### src/rtl/lfutc_pkg.sv
// Package of the LFU table cache tag store: field widths, the count limit,
// transfer structures between the controller and the store, and the state type.
// Depends on nothing else.
package lfutc_pkg;

    localparam int WAYS_DEF = 16;
    localparam int KEY_W    = 63;
    localparam int CNT_W    = 32;
    localparam int WAY_W    = 4;

    localparam logic [CNT_W-1:0] COUNT_LIMIT = 32'hffff_ffff;
    localparam logic [CNT_W-1:0] COUNT_FIRST = 32'd1;

    // Write request to the tag and count memories.
    typedef struct packed {
        logic             tag_en;
        logic             cnt_en;
        logic [KEY_W-1:0] tag;
        logic [CNT_W-1:0] cnt;
    } t_wr_req;

    // Registered read response; an entry not yet written reads as empty.
    typedef struct packed {
        logic             live;
        logic             vld;
        logic [KEY_W-1:0] tag;
        logic [CNT_W-1:0] cnt;
    } t_rd_rsp;

    // One result item.
    typedef struct packed {
        logic [KEY_W-1:0] displaced_key;
        logic [WAY_W-1:0] way_index;
        logic             hit;
    } t_result;

    typedef enum logic [2:0] {
        S_IDLE,
        S_SCAN,
        S_INC,
        S_HALVE,
        S_MISS,
        S_DONE
    } t_state;

endpackage

### src/rtl/lfutc_store.sv
// Tag and use-count memories of the LFU table cache, one read and one write
// port each, read data registered, plus per-way valid flags cleared at reset.
// Depends on lfutc_pkg.
module lfutc_store import lfutc_pkg::*; #(
    parameter int WAYS = WAYS_DEF,
    localparam int AW  = (WAYS > 1) ? $clog2(WAYS) : 1
) (
    input  logic          i_clk,
    input  logic          i_rst_n,
    input  logic          i_rd_en,
    input  logic [AW-1:0] i_rd_addr,
    input  t_wr_req       i_wr,
    input  logic [AW-1:0] i_wr_addr,
    output t_rd_rsp       o_rsp,
    output logic [AW-1:0] o_rsp_idx
);

    logic [KEY_W-1:0] mem_tag [WAYS];
    logic [CNT_W-1:0] mem_cnt [WAYS];
    logic [WAYS-1:0]  r_valid;

    logic [KEY_W-1:0] r_rd_tag;
    logic [CNT_W-1:0] r_rd_cnt;
    logic             r_rd_vld;
    logic             r_rd_live;
    logic [AW-1:0]    r_rd_idx;

    // Memory writes and the registered read port.
    always_ff @(posedge i_clk) begin
        if (i_wr.tag_en) begin
            mem_tag[i_wr_addr] <= i_wr.tag;
        end
        if (i_wr.cnt_en) begin
            mem_cnt[i_wr_addr] <= i_wr.cnt;
        end
        if (i_rd_en) begin
            r_rd_tag <= mem_tag[i_rd_addr];
            r_rd_cnt <= mem_cnt[i_rd_addr];
            r_rd_vld <= r_valid[i_rd_addr];
            r_rd_idx <= i_rd_addr;
        end
    end

    // A way becomes valid when its tag is first written.
    always_ff @(posedge i_clk) begin
        if (!i_rst_n) begin
            r_valid   <= '0;
            r_rd_live <= 1'b0;
        end else begin
            r_rd_live <= i_rd_en;
            if (i_wr.tag_en) begin
                r_valid[i_wr_addr] <= 1'b1;
            end
        end
    end

    // Ways never written read as empty with a zero count.
    always_comb begin
        o_rsp.live = r_rd_live;
        o_rsp.vld  = r_rd_vld;
        o_rsp.tag  = r_rd_vld ? r_rd_tag : '0;
        o_rsp.cnt  = r_rd_vld ? r_rd_cnt : '0;
    end

    assign o_rsp_idx = r_rd_idx;

endmodule

### src/rtl/lfutc_ctrl.sv
// Request sequencer of the LFU table cache: scans the ways for a match and the
// least used way, updates counts, runs the halving pass and forms the result.
// Depends on lfutc_pkg.
module lfutc_ctrl import lfutc_pkg::*; #(
    parameter int WAYS = WAYS_DEF,
    localparam int AW  = (WAYS > 1) ? $clog2(WAYS) : 1
) (
    input  logic             i_clk,
    input  logic             i_rst_n,
    input  logic             i_in_valid,
    input  logic [KEY_W-1:0] i_key,
    output logic             o_in_ready,
    input  logic             i_out_free,
    output logic             o_res_valid,
    output t_result          o_res,
    output logic             o_rd_en,
    output logic [AW-1:0]    o_rd_addr,
    output t_wr_req          o_wr,
    output logic [AW-1:0]    o_wr_addr,
    input  t_rd_rsp          i_rsp,
    input  logic [AW-1:0]    i_rsp_idx
);

    localparam logic [AW:0]   ISSUE_END = (AW+1)'(WAYS);
    localparam logic [AW-1:0] LAST_WAY  = AW'(WAYS - 1);

    t_state           r_state, n_state;
    logic [KEY_W-1:0] r_key, n_key;
    logic [AW:0]      r_issue, n_issue;
    logic [CNT_W-1:0] r_best_cnt, n_best_cnt;
    logic [AW-1:0]    r_best_idx, n_best_idx;
    logic [KEY_W-1:0] r_best_tag, n_best_tag;
    logic [AW-1:0]    r_hit_idx, n_hit_idx;
    logic [CNT_W-1:0] r_inc, n_inc;
    t_result          r_res, n_res;

    logic w_issue;
    logic w_match;
    logic w_last;
    logic w_better;

    // Way number cut or widened to the result field.
    function automatic logic [WAY_W-1:0] way_field(input logic [AW-1:0] idx);
        logic [AW+WAY_W-1:0] ext;
        ext = {{WAY_W{1'b0}}, idx};
        return ext[WAY_W-1:0];
    endfunction

    // Scan decisions on the response of the memory read.
    assign w_issue  = ((r_state == S_SCAN) || (r_state == S_HALVE)) && (r_issue < ISSUE_END);
    assign w_match  = i_rsp.live && (i_rsp.tag != '0) && (i_rsp.tag == r_key);
    assign w_last   = i_rsp.live && (i_rsp_idx == LAST_WAY);
    assign w_better = (i_rsp_idx == '0) || (i_rsp.cnt < r_best_cnt);

    // Next state.
    always_comb begin
        n_state = r_state;
        unique case (r_state)
            S_IDLE: begin
                if (i_in_valid) begin
                    n_state = (i_key == '0) ? S_DONE : S_SCAN;
                end
            end
            S_SCAN: begin
                if (w_match) begin
                    n_state = S_INC;
                end else if (w_last) begin
                    n_state = S_MISS;
                end
            end
            S_INC: begin
                n_state = (r_inc == COUNT_LIMIT) ? S_HALVE : S_DONE;
            end
            S_HALVE: begin
                if (w_last) begin
                    n_state = S_DONE;
                end
            end
            S_MISS: begin
                n_state = S_DONE;
            end
            S_DONE: begin
                if (i_out_free) begin
                    n_state = S_IDLE;
                end
            end
            default: n_state = S_IDLE;
        endcase
    end

    // Datapath registers: key, scan position, best candidate, match, result.
    always_comb begin
        n_key      = r_key;
        n_issue    = w_issue ? r_issue + 1'b1 : r_issue;
        n_best_cnt = r_best_cnt;
        n_best_idx = r_best_idx;
        n_best_tag = r_best_tag;
        n_hit_idx  = r_hit_idx;
        n_inc      = r_inc;
        n_res      = r_res;
        unique case (r_state)
            S_IDLE: begin
                n_key   = i_key;
                n_issue = '0;
                n_res   = '0;
            end
            S_SCAN: begin
                if (w_match) begin
                    n_hit_idx = i_rsp_idx;
                    n_inc     = i_rsp.cnt + 1'b1;
                end else if (i_rsp.live && w_better) begin
                    n_best_cnt = i_rsp.cnt;
                    n_best_idx = i_rsp_idx;
                    n_best_tag = i_rsp.tag;
                end
            end
            S_INC: begin
                n_issue             = '0;
                n_res.hit           = 1'b1;
                n_res.way_index     = way_field(r_hit_idx);
                n_res.displaced_key = '0;
            end
            S_MISS: begin
                n_res.hit           = 1'b0;
                n_res.way_index     = way_field(r_best_idx);
                n_res.displaced_key = r_best_tag;
            end
            S_HALVE, S_DONE: begin
            end
            default: begin
            end
        endcase
    end

    // Memory accesses and handshake outputs.
    always_comb begin
        o_in_ready  = (r_state == S_IDLE);
        o_res_valid = (r_state == S_DONE) && i_out_free;
        o_res       = r_res;
        o_rd_en     = w_issue;
        o_rd_addr   = r_issue[AW-1:0];
        o_wr        = '0;
        o_wr_addr   = r_best_idx;
        unique case (r_state)
            S_INC: begin
                o_wr.cnt_en = 1'b1;
                o_wr.cnt    = r_inc;
                o_wr_addr   = r_hit_idx;
            end
            S_HALVE: begin
                o_wr.cnt_en = i_rsp.live && i_rsp.vld;
                o_wr.cnt    = i_rsp.cnt >> 1;
                o_wr_addr   = i_rsp_idx;
            end
            S_MISS: begin
                o_wr.tag_en = 1'b1;
                o_wr.cnt_en = 1'b1;
                o_wr.tag    = r_key;
                o_wr.cnt    = COUNT_FIRST;
                o_wr_addr   = r_best_idx;
            end
            S_IDLE, S_SCAN, S_DONE: begin
            end
            default: begin
            end
        endcase
    end

    // State register.
    always_ff @(posedge i_clk) begin
        if (!i_rst_n) begin
            r_state <= S_IDLE;
        end else begin
            r_state <= n_state;
        end
    end

    // Payload registers.
    always_ff @(posedge i_clk) begin
        r_key      <= n_key;
        r_issue    <= n_issue;
        r_best_cnt <= n_best_cnt;
        r_best_idx <= n_best_idx;
        r_best_tag <= n_best_tag;
        r_hit_idx  <= n_hit_idx;
        r_inc      <= n_inc;
        r_res      <= n_res;
    end

`ifndef NO_ASSERTIONS
    // A tag is only ever written with a nonzero key and a fresh count.
    a_tag_write: assert property (@(posedge i_clk) disable iff (!i_rst_n)
        o_wr.tag_en |-> (o_wr.tag != '0) && (o_wr.cnt == COUNT_FIRST))
        else $error("tag write with zero key or wrong count");

    // A hit result never reports a displaced key.
    a_hit_clean: assert property (@(posedge i_clk) disable iff (!i_rst_n)
        (o_res_valid && o_res.hit) |-> (o_res.displaced_key == '0))
        else $error("hit result carries a displaced key");

    // Reaching the count limit starts the halving pass.
    a_halve_start: assert property (@(posedge i_clk) disable iff (!i_rst_n)
        (r_state == S_INC && r_inc == COUNT_LIMIT) |=> (r_state == S_HALVE))
        else $error("count limit reached without halving");

    // No memory write while a new request could be accepted.
    a_idle_quiet: assert property (@(posedge i_clk) disable iff (!i_rst_n)
        o_in_ready |-> !(o_wr.tag_en || o_wr.cnt_en))
        else $error("memory write while idle");
`endif

endmodule

### src/rtl/lfu_table_cache_tags_core.sv
// A request with a zero key gives its result without a memory scan; a hit or a
// miss gives it after the scan, which stops at a matching way, and a hit that
// reaches the count limit adds a halving pass over every way before the result.
// One request at a time: the memory scan reads one entry per cycle, and a new
// request waits until the result reaches the output register. Reset (i_rst_n,
// synchronous, active low) empties every way at once; empty ways read count zero.
module lfu_table_cache_tags_core import lfutc_pkg::*; #(
    parameter int WAYS = WAYS_DEF
) (
    input  logic        i_clk,
    input  logic        i_rst_n,
    // Slave side: tdata = table_key[62:0], zero padding [63].
    input  logic        i_s_tvalid,
    output logic        o_s_tready,
    input  logic [63:0] i_s_tdata,
    // Master side: tdata = hit[0], way_index[4:1], displaced_key[67:5],
    // zero padding [71:68].
    output logic        o_m_tvalid,
    input  logic        i_m_tready,
    output logic [71:0] o_m_tdata
);

    localparam int AW = (WAYS > 1) ? $clog2(WAYS) : 1;

    logic          w_rd_en;
    logic [AW-1:0] w_rd_addr;
    t_wr_req       w_wr;
    logic [AW-1:0] w_wr_addr;
    t_rd_rsp       w_rsp;
    logic [AW-1:0] w_rsp_idx;
    logic          w_out_free;
    logic          w_res_valid;
    t_result       w_res;

    logic          r_m_tvalid;
    t_result       r_m_data;

    assign w_out_free = !r_m_tvalid || i_m_tready;

    lfutc_ctrl #(.WAYS(WAYS)) u_ctrl (
        .i_clk       (i_clk),
        .i_rst_n     (i_rst_n),
        .i_in_valid  (i_s_tvalid),
        .i_key       (i_s_tdata[KEY_W-1:0]),
        .o_in_ready  (o_s_tready),
        .i_out_free  (w_out_free),
        .o_res_valid (w_res_valid),
        .o_res       (w_res),
        .o_rd_en     (w_rd_en),
        .o_rd_addr   (w_rd_addr),
        .o_wr        (w_wr),
        .o_wr_addr   (w_wr_addr),
        .i_rsp       (w_rsp),
        .i_rsp_idx   (w_rsp_idx)
    );

    lfutc_store #(.WAYS(WAYS)) u_store (
        .i_clk     (i_clk),
        .i_rst_n   (i_rst_n),
        .i_rd_en   (w_rd_en),
        .i_rd_addr (w_rd_addr),
        .i_wr      (w_wr),
        .i_wr_addr (w_wr_addr),
        .o_rsp     (w_rsp),
        .o_rsp_idx (w_rsp_idx)
    );

    // Output register: holds a result until the master side takes the transfer.
    always_ff @(posedge i_clk) begin
        if (!i_rst_n) begin
            r_m_tvalid <= 1'b0;
        end else if (w_res_valid) begin
            r_m_tvalid <= 1'b1;
        end else if (i_m_tready) begin
            r_m_tvalid <= 1'b0;
        end
    end

    always_ff @(posedge i_clk) begin
        if (w_res_valid) begin
            r_m_data <= w_res;
        end
    end

    assign o_m_tvalid = r_m_tvalid;
    assign o_m_tdata  = {4'b0000, r_m_data};

endmodule
### config.mk
export PLATFORM = sky130hd
export DESIGN_NAME = lfu_table_cache_tags_core
export DESIGN_NICKNAME = d
export VERILOG_FILES = /design/src/rtl/lfutc_pkg.sv /design/src/rtl/lfutc_store.sv /design/src/rtl/lfutc_ctrl.sv /design/src/rtl/lfu_table_cache_tags_core.sv
export SDC_FILE = /design/constraint.sdc
export NUM_CORES = 2
export LEC_CHECK = 0
export BUFFER_PORTS_ARGS = -buffer_cell sky130_fd_sc_hd__buf_2
export CAP_MARGIN = 20
export CELL_PAD_IN_SITES_DETAIL_PLACEMENT = 1
export CELL_PAD_IN_SITES_GLOBAL_PLACEMENT = 1
export CORE_ASPECT_RATIO = 1.5
export CORE_MARGIN = 2
export CORE_UTILIZATION = 40
export DETAILED_ROUTE_END_ITERATION = 8
export GPL_ROUTABILITY_DRIVEN = 1
export GPL_TIMING_DRIVEN = 0
export PLACE_DENSITY_LB_ADDON = 0.08
export RECOVER_POWER = 50
export SYNTH_ARGS = -nofsm -noshare
export SYNTH_HDL_FRONTEND = slang
export SYNTH_SLANG_ARGS = --single-unit
### constraint.sdc
create_clock -name i_clk -period 12.8 [get_ports i_clk]
set_input_delay 2.56 -clock i_clk [delete_from_list [all_inputs] [get_ports i_clk]]
set_output_delay 2.56 -clock i_clk [all_outputs]
set_load 0.03 [all_outputs]
=== After elaboration in Yosys (flattened, before gate mapping) ===
Memory sizes are Yosys's and may differ from the RTL's. A register that Yosys moved wholly into a read port is not among the register bits.
Index checks and enable logic that the tools add are counted.

* Register bits: 365
* Logic and storage cells: 91
* Bits in writable memories: 1520
* Output and inout port bits: 74
* Memories kept: 2

{| class="wikitable"
|+ Memory list
! name !! depth !! width !! read ports !! clocked after memory_dff !! wr ports !! RTL line !! RTL
|-
| u_store.mem_tag || 16 || 63 || 1 || 1 || 1 || lfutc_store.sv:18 || <nowiki>logic [KEY_W-1:0] mem_tag [WAYS];</nowiki>
|-
| u_store.mem_cnt || 16 || 32 || 1 || 1 || 1 || lfutc_store.sv:19 || <nowiki>logic [CNT_W-1:0] mem_cnt [WAYS];</nowiki>
|}

* Equal/unequal tests: 12
* Reductions and logical operators: 23
* Muxes and demuxes: 26
* Order comparisons: 5
* Bitwise logic cells: 2
* Add/sub/neg operators: 2

{| class="wikitable"
|+ Operators by type and width
! operator !! count
|-
| 68-bit one-hot mux with 3 select lines || 1
|-
| 63-bit two-way mux || 2
|-
| 32-bit one-hot mux with 3 select lines || 1
|-
| 63-bit == test || 1
|-
| 63-bit logical NOT || 1
|-
| 63-bit nonzero test || 1
|-
| 32-bit by 1-bit adder with 32-bit output (second input constant) || 1
|-
| 32-bit == test (second input constant) || 1
|-
| 32-bit < comparator || 1
|-
| 32-bit two-way mux || 1
|-
| 3-bit two-way mux || 7
|-
| 3-bit one-hot mux with 6 select lines || 1
|-
| 16-bit OR || 1
|-
| 4-bit by 5-bit < comparator with 1-bit output (second input constant) || 2
|-
| 1-bit two-way mux || 9
|-
| 1-bit logical AND || 8
|-
| 4-bit one-hot mux with 2 select lines || 1
|-
| 3-bit by 2-bit == test with 1-bit output (second input constant) || 2
|-
| 3-bit == test (second input constant) || 2
|-
| 5-bit by 1-bit adder with 5-bit output (second input constant) || 1
|-
| 5-bit < comparator (second input constant) || 1
|-
| 1-bit binary-select mux with 4-bit select || 1
|-
| 1-bit demux with 4-bit select || 1
|-
| 4-bit == test (second input constant) || 1
|-
| other kinds (17) || 21
|}

=== Longest topological paths before layout ===
* Depth in word-level cells: 7
* Gate-level depth with buffers: 15

=== By module ===
A second synthesis with hierarchy kept.

* Cells, all modules: 3560
* Area, all modules: 75502.4 µm²

{| class="wikitable"
|+ By module, submodules not included
! module !! sequential area each (µm²) !! area an instance (µm²) !! cells each !! times used
|-
| lfutc_store || 48987.0 || 61178.7 || 2615 || 1
|-
| lfutc_ctrl || 8147.8 || 12199.2 || 868 || 1
|-
| lfu_table_cache_tags_core || 2062.0 || 2124.5 || 77 || 1
|}

=== Worst setup path before layout ===
No wires, ideal clock.

* Path kind: register -> register
* Start: register u_store.r_rd_vld
* End: register u_ctrl.r_best_cnt[0] (enable)
* Arrival: 9.986 ns
* Cell stages (with the launch flop): 15
* Period minus slack after synthesis: 10.685 ns
* Path slack: 2.115 ns
* Buffers on the path: 5
* Setup time: 0.699 ns
* Cell sequence: edfxtp_1 buf_2 buf_2 clkbuf_1 clkbuf_1 clkbuf_1 nand2_1 inv_1 ha_1 a2111oi_0 o221a_2 o21ai_0 nor2_1 o22ai_1 nor3b_1

{| class="wikitable"
|+ RTL lines
! item !! RTL line !! RTL
|-
| start, declared || lfutc_store.sv:24 || <nowiki>logic r_rd_vld;</nowiki>
|-
| start signal, assigned || lfutc_store.sv:39 || <nowiki>r_rd_vld <= r_valid[i_rd_addr];</nowiki>
|-
| end signal, assigned || lfutc_ctrl.sv:182 || <nowiki>r_best_cnt <= n_best_cnt;</nowiki>
|-
| end, declared || lfutc_ctrl.sv:30 || <nowiki>logic [CNT_W-1:0] r_best_cnt, n_best_cnt;</nowiki>
|}

==> impl_metrics.ini <==
[clock_network]
root_buffer = clkbuf_16
cts_inserted_buffers = 194
cts_setup_buffers = 0
clock_sinks = 1980
clkTransAtPathRegs_ns = 0.06
h-tree-depth = 4
clock_latency_ns = 0.86
cts_tree = yes
cts_buffer_depth = 4
cts_hold_buf = 0
cts-resized-gates = 0

[finish]
fillers = 17385
final_nets = 4177
utilization_pct = 46.7
layout-drive-gt1-share_pct = 23.7
syn2layout_area_growth_pct = 16.2

[global_routing]
antenna_found_initial = 34
grt_pass1_wl_um = 327000
first_global_vias = 40077
grt_max_degree = 35
grt_usage_pct = 24.3
grtUsageMet2_pct = 41.3
busiest_layer = met2
grtUsageMet3_pct = 3.40
use_met1_pct = 32.7
gr-total-overflow = 0

[route]
ant_nets = 0
vias_per_cell = 5.74
drc_errors = 0
dr.pass1.iters = 5
drt_wl_total_um = 237000
wl_per_cell_um = 35.3
via_count = 38498
initialDrtViolationCount = 3642

[setup_path]
worstReg2RegStart = u_store.r_rd_vld
reg2reg_depth = 19
critPathMaxStageDelay_ns = 0.98
r2r-end = u_ctrl.r_best_tag[11]
rrSetupSlack_ns = 3.61
arrival_ns = 9.72
crit_end = u_ctrl.r_best_tag[11]
criticalPathCategory = reg2reg
path_common_cell = clkbuf_1
path_max_fanout = 12
worstSetupStartpoint = u_store.r_rd_vld
slowest_stage = clkbuf_1
worstSetupEndpointType = register
cp_cell_sequence = clkbuf_1 > clkbuf_1 > clkbuf_1 > clkbuf_1 > buf_8 > clkbuf_1 > clkbuf_1 > and2_1 > ha_1 > a2111oi_0 > a21oi_1 > nor2_1 > o22ai_1 > nor3b_2 > buf_6 > buf_6 > buf_6 > buf_6 > buf_6
start_kind = register
cp.required_ns = 13.33

[sta]
worst_pin_slew_ns = 2.11
final_max_slew_viol_count = 453
rsz0062_at_grt = false
max_clock_freq_ghz = 0.109
layout_setup_ws_ns = 3.61
setup-violations-final = 0
fin_skew_ns = 0.0653
hold_viol = 0
period_share_pct = 71.8
slew-limit-headroom_pct = -41.4
min_period_ns = 9.19

[power_and_ir_drop]
clock_power_share_pct = 34.9
p_sw_share_pct = 26.7
p_per_area_nw_per_um2 = 180
pwr-share-seq_pct = 49.1
ir_drop_uv = 105
combinationalPowerShare_pct = 16.0
p_sw_mw = 4.26
power_mw = 16.0
intPower_mw = 11.7
leakagePower_nw = 27.4

[floorplan]
die_area_um2 = 194000
die_x_um = 361
io_pins = 142
die_h_um = 539
core_um2 = 190000
rows = 196
initial_core_util_pct = 40.2

[outcome]
status = complete, but fails checks
violations = max-capacitance violations, max-slew violations

[worst_hold_path]
hp-class = reg2reg

[logic_synthesis]
synth_top_area_share_pct = 76.9
yosysTopAreaCell = edfxtp_1
syn_area_um2 = 76300
yosysUniqueCellTypes = 61
syn_inst = 3557
ys_top_cells_by_area = edfxtp_1, mux4_2, and2_1
synth-async-reset-ratio_pct = 0
avgSynthCellArea_um2 = 21.4
ys.flop_type = edfxtp_1
ys_seq_elements = 1980
ys_warn_count = 0
synth-edff-count = 1954
ys_seq_area_share_pct = 77.6

[place]
port_buffers = 136
dp_hpwl_um = 167000
gp_congestion = 0.869
pre_cts_ws_ns = 4.36

[job]
drv_cap = 25
## cell usage in the layout, fill, tap and decap left out, types with 38 or more instances in the layout
cell       count
clkbuf_16    197
buf_12        51
clkinv_1      39
buf_8         42
and2_0       105
inv_1         77
nand2b_1      38
clkbuf_1     263
mux4_2       480
buf_2         87
buf_1         39
o21ai_0       42
nor2_1        71
edfxtp_1    1954
and2_1        79
nand4_1       48
nor4_1        55
nand2_1       85
## worst min path at each step
| stage | from | endpoint | depth (start not counted) |
|---|---|---|---|
| final | u_ctrl.o_res[22] | o_m_tdata[22] | 0 |
| after detailed placement | u_ctrl.o_res[48] | o_m_tdata[48] | 0 |
| after CTS | u_ctrl.o_res[22] | o_m_tdata[22] | 0 |
| after floorplan | u_ctrl.o_res[0] | o_m_tdata[0] | 0 |
| after global routing | u_ctrl.o_res[22] | o_m_tdata[22] | 0 |
| after global placement | u_ctrl.o_res[18] | o_m_tdata[18] | 0 |
## logic make-up (layout without fill, tap and decap cells)
| family | Yosys count | count (layout) | share of synthesized area (%) |
|---|---|---|---|
| flops | 1980 | 1980 | 77.6 |
| simple gates | 594 | 594 | 4.28 |
| mux | 487 | 487 | 14.3 |
| buf+inv | 241 | 907 | 1.22 |
| compound gates | 178 | 178 | 1.60 |
| xor+xnor | 44 | 44 | 0.505 |
| fa+ha+maj | 32 | 32 | 0.525 |
| other cells | 1 | 10 | 0.00492 |
## stage by stage
step	instances	cell area, um^2	hold WS (ns)	TNS (ns)
detailed placement	6351	83300	0.406	0
floorplan	3560	76300	0.400	0
global placement	6171	80100	0.406	-603.26
CTS	6696	89400	0.408	0
finish	6707	88600	0.397	0
global route	6702	88600	0.406	0
## state kept, by name (all words and copies together), names as in the netlist
name,cells
u_ctrl.r_inc,32
o_m_tvalid,1
u_store.r_rd_tag,63
u_ctrl.o_res,68
o_m_tdata,68
u_store.o_rsp_idx,4
u_store.r_valid,16
u_ctrl.r_best_idx,4
u_store.r_rd_vld,1
u_store.r_rd_live,1
u_ctrl.r_key,63
u_store.r_rd_cnt,32
u_store.mem_cnt,512
u_ctrl.r_best_cnt,32
u_ctrl.r_best_tag,63
u_ctrl.r_state,3
u_store.mem_tag,1008
u_ctrl.r_hit_idx,4
u_ctrl.r_issue,5
## final cells by class
cell class	count	area [um^2]	area share [%]
antenna	6	15.0	0.0169
tap	2475	3100	3.49
clock inverter	94	807	0.911
timing repair buffer	321	3010	3.40
inverter	77	289	0.326
buffer	164	651	0.734
sequential	1980	59200	66.8
multi-input combinational	1339	16300	18.4
clock buffer	251	5200	5.87
## critical path, delay by kind of cell (launching register included)
kind / cells / cell delay [ns]
and+or+nand+nor: 3 / 1.23
buffers and inverters: 12 / 5.72
adders and majority gates: 1 / 0.25
AOI/OAI and AO/OA: 3 / 0.77
DFF: 1 / 0.83
## layer usage
layer  up-vias  routed length, um
met5         -                 21
met4         4               7710
met3       346              13300
met2      1340             119000
met1     21030              96800
li1      15778                  -
## Yosys cell counts, types with 2 or more instances
library cell / count
o21a_1: 20
inv_1: 77
xnor2_1: 32
nor2b_1: 10
a32o_1: 6
nand4_1: 48
buf_1: 43
a21boi_0: 2
nor3_1: 20
a22oi_1: 17
mux2_2: 2
o21bai_1: 3
nor2_1: 93
o2111ai_1: 6
xor2_1: 12
or3_1: 4
and2_1: 184
a21o_1: 7
ha_1: 32
and4_1: 3
nand3b_1: 10
nand2_1: 85
edfxtp_1: 1954
nand3_1: 26
or4_1: 2
a2111oi_0: 5
a21oi_1: 17
and3_1: 7
nand2b_1: 38
o21ai_0: 50
a22o_1: 13
nor4bb_1: 4
dfxtp_1: 26
mux2i_1: 5
a31oi_1: 3
clkbuf_1: 111
o221ai_1: 2
mux4_2: 480
o22ai_1: 12
a211oi_1: 5
buf_2: 4
nor4_1: 55
buf_4: 4
## power by group through the flow
| stage | Sequential [mW] | Combinational, mW | Clock [mW] |
|---|---|---|---|
| detailed placement | 7.97 | 2.64 | 0 |
| global placement | 8.03 | 2.41 | 0 |
| floorplan | 7.78 | 1.51 | 0 |
| finish | 7.85 | 2.55 | 5.57 |
| global route | 7.85 | 2.71 | 5.90 |
| CTS | 7.83 | 2.65 | 5.69 |
(Power assumes the default switching activity.)
